## src/mpsg_pkg.sv

```systemverilog
// Package for the modular power sequence generator.
// Holds the field widths, parameter defaults, result status codes and FSM states.
// No dependencies.
package mpsg_pkg;

  localparam int VALUE_WIDTH_DEF        = 32;
  localparam int MAX_GROUPS_DEF         = 5;
  localparam int ELEMENTS_PER_GROUP_DEF = 12;

  localparam int FIELD_W   = 32;
  localparam int COUNT_W   = 3;
  localparam int IDX_W     = 6;
  localparam int STATUS_W  = 2;
  localparam int IN_DATA_W = 72;
  localparam int OUT_DATA_W = 72;

  localparam logic [FIELD_W-1:0] SEED_RESET = FIELD_W'(119);

  typedef enum logic [STATUS_W-1:0] {
    STATUS_ELEMENT     = 2'd0,
    STATUS_BAD_MODULUS = 2'd1,
    STATUS_EMPTY       = 2'd2
  } status_t;

  typedef enum logic [2:0] {
    ST_IDLE,
    ST_REDUCE,
    ST_EMIT,
    ST_MUL,
    ST_STATUS
  } state_t;

endpackage

```

## src/modular_power_sequence_gen_unit.sv

```systemverilog
// Modular power sequence generator: emits g*tau^i mod p for one job at a time.
// Bit-serial modular reduction and multiplication on one shared accumulator.
// Depends on mpsg_pkg.
//
// channel   | direction | content
// ----------+-----------+--------------------------------------------------------
// s_axis    | in        | job: modulus, start_value, group_count
// m_axis    | out       | result: element, element_index, verify_key; tuser status; tlast
// cfg       | in        | write of multiplier_seed, loads the kept multiplier
//
// A job with modulus 0 or 1 goes straight to the status state and returns a bad-modulus status.
// Otherwise the kept multiplier is first reduced modulo p-1 (an empty job then returns an
// empty status); each element is emitted from the emit state, each later one after a serial
// multiply by the reduced multiplier modulo p.
// Reset clears the FSM and the output valid and loads the kept multiplier with 119.
// A stalled output holds the FSM in its emit or status state; one job is in flight at a time.
module modular_power_sequence_gen_unit #(
  parameter int VALUE_WIDTH        = mpsg_pkg::VALUE_WIDTH_DEF,
  parameter int MAX_GROUPS         = mpsg_pkg::MAX_GROUPS_DEF,
  parameter int ELEMENTS_PER_GROUP = mpsg_pkg::ELEMENTS_PER_GROUP_DEF
) (
  input  logic                                clk,
  input  logic                                rst,
  input  logic                                s_axis_tvalid,
  output logic                                s_axis_tready,
  // modulus [31:0], start_value [63:32], group_count [66:64], zero pad above
  input  logic [mpsg_pkg::IN_DATA_W-1:0]      s_axis_tdata,
  output logic                                m_axis_tvalid,
  input  logic                                m_axis_tready,
  // element [31:0], element_index [37:32], verify_key [69:38], zero pad above
  output logic [mpsg_pkg::OUT_DATA_W-1:0]     m_axis_tdata,
  // status [1:0]
  output logic [mpsg_pkg::STATUS_W-1:0]       m_axis_tuser,
  output logic                                m_axis_tlast,
  input  logic                                cfg_we,
  input  logic [mpsg_pkg::FIELD_W-1:0]        cfg_wdata
);

  localparam int W   = VALUE_WIDTH;
  localparam int CW  = $clog2(VALUE_WIDTH);
  localparam int XW  = VALUE_WIDTH + 2;
  localparam int IW  = mpsg_pkg::IDX_W;
  localparam int FW  = mpsg_pkg::FIELD_W;
  localparam int GW  = mpsg_pkg::COUNT_W;

  mpsg_pkg::state_t  state, state_next;

  logic [W-1:0]   kept;
  logic [W-1:0]   mod_p;
  logic [W-1:0]   mod_m;
  logic [W-1:0]   acc;
  logic [W-1:0]   opnd;
  logic [W-1:0]   elem;
  logic [W-1:0]   key;
  logic [CW-1:0]  bit_cnt;
  logic [IW-1:0]  idx;
  logic [IW-1:0]  total;
  mpsg_pkg::status_t job_status;

  logic                      out_valid;
  logic [W-1:0]              out_element;
  logic [IW-1:0]             out_index;
  logic [W-1:0]              out_key;
  mpsg_pkg::status_t         out_status;
  logic                      out_last;

  logic [W-1:0]   p_in;
  logic [W-1:0]   g_in;
  logic [GW-1:0]  groups_in;
  logic [GW-1:0]  groups_sat;
  logic           accept;
  logic           out_free;
  logic           bit_done;
  logic           is_final;
  logic           emit_elem;
  logic           emit_status;
  logic [W-1:0]   addend;
  logic [XW-1:0]  sum;
  logic [XW-1:0]  m1;
  logic [XW-1:0]  m2;
  logic [XW-1:0]  sum_red;
  logic [W-1:0]   acc_next;

  assign p_in      = s_axis_tdata[W-1:0];
  assign g_in      = s_axis_tdata[FW +: W];
  assign groups_in = s_axis_tdata[2*FW +: GW];
  assign groups_sat = (groups_in > GW'(MAX_GROUPS)) ? GW'(MAX_GROUPS) : groups_in;

  assign s_axis_tready = (state == mpsg_pkg::ST_IDLE);
  assign accept        = s_axis_tvalid && s_axis_tready;
  assign out_free      = !out_valid || m_axis_tready;
  assign bit_done      = (bit_cnt == '0);
  assign is_final      = (idx == total - IW'(1));

  // Shared serial step: acc = (2*acc + bit*addend) mod m, with addend <= m.
  assign addend   = (state == mpsg_pkg::ST_REDUCE) ? W'(opnd[W-1]) :
                    (opnd[W-1] ? kept : '0);
  assign sum      = XW'({acc, 1'b0}) + XW'(addend);
  assign m1       = XW'(mod_m);
  assign m2       = XW'({mod_m, 1'b0});
  assign sum_red  = (sum >= m2) ? (sum - m2) : ((sum >= m1) ? (sum - m1) : sum);
  assign acc_next = sum_red[W-1:0];

  always_ff @(posedge clk) begin
    if (rst) begin
      state <= mpsg_pkg::ST_IDLE;
    end else begin
      state <= state_next;
    end
  end

  always_comb begin
    state_next  = state;
    emit_elem   = 1'b0;
    emit_status = 1'b0;
    case (state)
      mpsg_pkg::ST_IDLE: begin
        if (accept) begin
          state_next = (p_in <= W'(1)) ? mpsg_pkg::ST_STATUS : mpsg_pkg::ST_REDUCE;
        end
      end
      mpsg_pkg::ST_REDUCE: begin
        if (bit_done) begin
          state_next = (total == '0) ? mpsg_pkg::ST_STATUS : mpsg_pkg::ST_EMIT;
        end
      end
      mpsg_pkg::ST_EMIT: begin
        if (out_free) begin
          emit_elem  = 1'b1;
          state_next = is_final ? mpsg_pkg::ST_IDLE : mpsg_pkg::ST_MUL;
        end
      end
      mpsg_pkg::ST_MUL: begin
        if (bit_done) begin
          state_next = mpsg_pkg::ST_EMIT;
        end
      end
      mpsg_pkg::ST_STATUS: begin
        if (out_free) begin
          emit_status = 1'b1;
          state_next  = mpsg_pkg::ST_IDLE;
        end
      end
      default: begin
        state_next = mpsg_pkg::ST_IDLE;
      end
    endcase
  end

  always_ff @(posedge clk) begin
    if (rst) begin
      kept <= mpsg_pkg::SEED_RESET[W-1:0];
    end else if (cfg_we) begin
      kept <= cfg_wdata[W-1:0];
    end else if ((state == mpsg_pkg::ST_REDUCE) && bit_done) begin
      kept <= acc_next;
    end
  end

  always_ff @(posedge clk) begin
    if (accept) begin
      mod_p      <= p_in;
      mod_m      <= p_in - W'(1);
      elem       <= g_in;
      key        <= '0;
      idx        <= '0;
      acc        <= '0;
      opnd       <= kept;
      bit_cnt    <= CW'(W - 1);
      total      <= IW'(groups_sat * ELEMENTS_PER_GROUP);
      job_status <= (p_in <= W'(1)) ? mpsg_pkg::STATUS_BAD_MODULUS : mpsg_pkg::STATUS_EMPTY;
    end else if ((state == mpsg_pkg::ST_REDUCE) || (state == mpsg_pkg::ST_MUL)) begin
      acc     <= acc_next;
      opnd    <= {opnd[W-2:0], 1'b0};
      bit_cnt <= bit_cnt - CW'(1);
      if ((state == mpsg_pkg::ST_MUL) && bit_done) begin
        elem <= acc_next;
      end
    end else if (emit_elem) begin
      if (idx == IW'(1)) begin
        key <= elem;
      end
      acc     <= '0;
      opnd    <= elem;
      mod_m   <= mod_p;
      bit_cnt <= CW'(W - 1);
      idx     <= idx + IW'(1);
    end
  end

  always_ff @(posedge clk) begin
    if (rst) begin
      out_valid <= 1'b0;
    end else if (emit_elem || emit_status) begin
      out_valid <= 1'b1;
    end else if (m_axis_tready) begin
      out_valid <= 1'b0;
    end
  end

  always_ff @(posedge clk) begin
    if (emit_elem) begin
      out_element <= elem;
      out_index   <= idx;
      out_status  <= mpsg_pkg::STATUS_ELEMENT;
      out_last    <= is_final;
      out_key     <= !is_final ? '0 : ((idx == IW'(1)) ? elem : key);
    end else if (emit_status) begin
      out_element <= '0;
      out_index   <= '0;
      out_status  <= job_status;
      out_last    <= 1'b1;
      out_key     <= '0;
    end
  end

  assign m_axis_tvalid = out_valid;
  assign m_axis_tdata  = {(mpsg_pkg::OUT_DATA_W - 2*FW - IW)'(0),
                          FW'(out_key), out_index, FW'(out_element)};
  assign m_axis_tuser  = out_status;
  assign m_axis_tlast  = out_last;

  a_acc_below_modulus: assert property (@(posedge clk) disable iff (rst)
    ((state == mpsg_pkg::ST_REDUCE) || (state == mpsg_pkg::ST_MUL)) |-> (acc < mod_m))
    else $error("serial accumulator not reduced below modulus");

  a_tau_reduced: assert property (@(posedge clk) disable iff (rst)
    (state == mpsg_pkg::ST_MUL) |-> (kept < mod_m))
    else $error("multiplier not reduced below modulus during multiply");

  a_status_is_last: assert property (@(posedge clk) disable iff (rst)
    (m_axis_tvalid && (m_axis_tuser != mpsg_pkg::STATUS_ELEMENT)) |-> m_axis_tlast)
    else $error("status result without last flag");

  a_job_leaves_idle: assert property (@(posedge clk) disable iff (rst)
    accept |=> (state != mpsg_pkg::ST_IDLE))
    else $error("accepted job dropped");

endmodule
```

## config.mk

```make
export PLATFORM = sky130hd
export DESIGN_NAME = modular_power_sequence_gen_unit
export DESIGN_NICKNAME = d
export VERILOG_FILES = /design/src/mpsg_pkg.sv /design/src/modular_power_sequence_gen_unit.sv
export SDC_FILE = /design/constraint.sdc
export NUM_CORES = 1
export LEC_CHECK = 0
export BUFFER_PORTS_ARGS = -buffer_cell sky130_fd_sc_hd__buf_2
export CAP_MARGIN = 20
export CORE_ASPECT_RATIO = 0.8
export CORE_UTILIZATION = 45
export CTS_CLUSTER_SIZE = 16
export DETAILED_ROUTE_END_ITERATION = 10
export SKIP_LAST_GASP = 1
export SLEW_MARGIN = 0
export SYNTH_ARGS = -nofsm -noshare
export SYNTH_HDL_FRONTEND = slang
export SYNTH_SLANG_ARGS = --single-unit
```

## constraint.sdc

```tcl
create_clock -name clk -period 7.7 [get_ports clk]
set_input_delay 0.77 -clock clk [delete_from_list [all_inputs] [get_ports clk]]
set_output_delay 0.77 -clock clk [all_outputs]
set_load 0.1 [all_outputs]
```

==> metrics.md <==
| Metric | Value |
|---|---|
| Leading cell type in the layout, fill and taps excluded | nand2_1 |
| CP Capture Type | flop |
| Cell area after layout | 22,500 um2 |
| Die ar. | 44,500 um2 |
| Sink Count | about 320 |
| First-pass GRT wire length | just under 90 mm |
| Pleak | between 8 and 9 nW |
| WP data arrival | 7.43 ns |
| All-Layer GR Usage | about 25% |
| Root Buffer | clkbuf_16 |
| Final Non-Filler Cells | 2,946 |
| Ports | 186 |
| Cts hold-fix bufs | 0 |
| Hold slack | about 0.45 ns |
| Top Family by Delay on Critical Path | simple AND/OR/NAND/NOR gates |
| Num CTS Buffers | 35 |
| Worst-Margin Slew | between 1 and 1.5 ns |
| Clock-pin slew of the registers on the worst-case setup and hold paths | 0.06 ns |
| Largest net degree at the start of global routing | between 90 and 100 |
| Routability-driven placement congestion ratio | 0.935 |
| Syn_area_per_cell | 8.94 um2 |
| RSZ-0062 raised after global routing | false |
| Total chip power | 8.15 mW |
| Net switching power | 3.38 mW |
| Synth Instances | 2,196 |
| Max-cap viol count | 0 |
| Post-synthesis sequential element count | ~320 |
| Max frequency | 142 MHz |
| Placed insts | 2,879 |
| Detail Route Antenna Nets | 0 |
| Core ar. | roughly 43,000 um2 |
| GRT overflow | 0 |
| Fin crit share | approximately nine tenths |
| Clk buf depth | 3 |
| CTS tree | yes |
| Most frequent cells in the layout | 346 x nand2_1, 205 x edfxtp_1, 178 x buf_2, 169 x a21oi_1, 158 x nor2_1 |
| Initial antenna violation count | 2 |
| Hpwl dp | approximately 42 mm |
| Status | completed |
| Slowest library cell on the worst path | nor3b_2 |
| Fraction of registers with async set or reset after synthesis | 0% |
| Post-synth EDFFs | between 200 and 250 |
| Starting Density | a little under half |
| Initial drt markers | between 1,000 and 1,500 |
| Cell internal pwr | 4.77 mW |
| CP peak stage delay | 0.90 ns |
| Placed cell area | between 20,000 and 25,000 um2 |
| Pre-antenna DRT Iters | 5 |
| Worst setup SP type | flop |
| Vias in the first global route | 16,000 |
| Critical path class | reg -> reg |
| Clock power frac | 20.2% |
| Setup TNS | 0 ns |
| DP Worst Slack | 0.846 ns |
| DRC errors left | 0 |
| Worst Path Buf+Inv | 4 |
| Clock Skews | 0.0168 ns |
| Clock Latency Late Sink | 0.53 ns |
| Worst Path Required | 8.11 ns |
| Setup violations, final | 0 |
| Setup ws final | between 0.6 and 0.7 ns |
| Most used DFF post-synth | edfxtp_1 |
| Post-CTS Setup Inserts | 0 |
| Seq/Total Area, Yosys | 42.9% |
| Layout cells sized above 1 | 14.5% |
| Horiz. Die Dim | 236 um |
| PostCTS Resize Cnt | 0 |
| Peak supply drop | 174 uV |
| FP Rows | 68 |
| CP max FO | 17 |
| Drt total wl | around 56 mm |
| Fin crit period | 7.02 ns |
| Final design utilization | 52.2% |
| Area Growth Syn to Fin | 14.4% |
| Vias post-DR | 16,900 |
| WL/cell | ~19 um |
| Port Buffers | 178 |
| Final net count | between 2,000 and 3,000 |
| P per Cell Area | 363 nW/um2 |
| Count of pins over their slew limit | 0 |
| Synth warn | 0 |
| Hold Path Class | in -> reg |
| H-tree depth | 2 |
| Sequential power share | 28.3% |
| Mapped Area | 19,600 um2 |
| Cell variety after synth | 74 |
| Max transition margin | 26.4% |
| Logic gate share of total power | 51.5% |
| Switching share of power | 41.5% |
| Vias/cell | between 5 and 6 |
| Count of final hold-check violations | 0 |
| Chip height | 189 um |
==> power groups by stage <==
stage	sequential [mW]	combinational [mW]	clock [mW]
after floorplan	2.30	2.85	0
after global placement	2.34	4.11	0
after detailed placement	2.34	4.17	0
after CTS	2.31	4.19	1.68
after global routing	2.33	4.60	1.74
final	2.30	4.20	1.65
==> path summary, 6_finish.rpt <==
check,slack [ns],cells after the start,from,end
worst max-delay path,0.68,27,state[2],kept[26]
worst max register to register,0.68,27,state[2],kept[26]
worst min register to register,0.45,2,key[27],key[27]
worst min-delay path,0.45,1,s_axis_tdata[1],mod_p[1]
==> cells by family (layout without fill, tap and decap cells) <==
family / after synthesis / in the layout / share of synthesized area (%)
AND/OR/NAND/NOR: 814 / 814 / 19.2
other: 1 / 4 / 0.0191
AO/OA/AOI/OAI: 603 / 603 / 19.6
adder cells (fa/ha/maj): 108 / 108 / 7.03
flip-flops: 318 / 318 / 42.9
buffers and inverters: 198 / 385 / 3.98
XOR/XNOR: 111 / 111 / 4.95
multiplexers: 43 / 43 / 2.33
==> routing by layer <==
layer | vias to the layer above | global-route usage, % | share of wire, %
li1 | 8263 | - | -
met1 | 8073 | 35.3 | 47
met5 | - | 0 | 0
met2 | 472 | 40.1 | 46
met4 | 0 | 6.33 | 2.1
met3 | 70 | 3.06 | 5.3
==> registers in the layout (all words and copies together), names as in the netlist <==
name	cells
mod_p	32
total	4
job_status	2
m_axis_tvalid	1
acc	32
bit_cnt	5
kept	32
out_key	32
mod_m	32
opnd	32
key	32
state	3
out_element	32
out_index	6
m_axis_tlast	1
elem	32
idx	6
m_axis_tuser	2
==> synthesized netlist by cell type, types with 8 or more instances <==
cell / number / share of area (%)
nand3_1: 47 / 1.2
and2_1: 76 / 2.4
mux2i_1: 21 / 1.1
nor4b_1: 8 / 0.36
a21oi_1: 169 / 4.3
edfxtp_1: 205 / 31
clkbuf_1: 99 / 1.9
nand2b_1: 20 / 0.64
nor3_1: 49 / 1.2
or3_1: 12 / 0.38
nor2_1: 160 / 3.1
and3_1: 15 / 0.48
xnor2_1: 69 / 3.1
o22ai_1: 13 / 0.41
nor4_1: 11 / 0.35
a211o_1: 9 / 0.40
a31oi_1: 55 / 1.8
o31ai_1: 14 / 0.54
mux2_2: 22 / 1.3
a21o_1: 40 / 1.5
a22o_1: 10 / 0.45
a211oi_1: 24 / 0.92
inv_1: 81 / 1.5
nor2b_1: 19 / 0.61
nand2_1: 347 / 6.6
nand4_1: 19 / 0.61
xor2_1: 42 / 1.9
o211ai_1: 20 / 0.76
o21bai_1: 11 / 0.42
ha_1: 104 / 6.6
buf_1: 8 / 0.15
o21ai_0: 145 / 3.7
dfxtp_1: 113 / 12
o21a_1: 19 / 0.73
nand3b_1: 8 / 0.31
==> final cells by class <==
cell class                 instances  area, um2
fill                            4096      20600
multi-input combinational       1681      10500
sequential                       318       8420
timing repair buffer             240       1430
clock buffer                      53       1030
tap                              560        701
inverter                          81        307
clock inverter                    11       91.3
antenna                            2       5.00
Note: power is estimated with default switching activity, not from simulation.
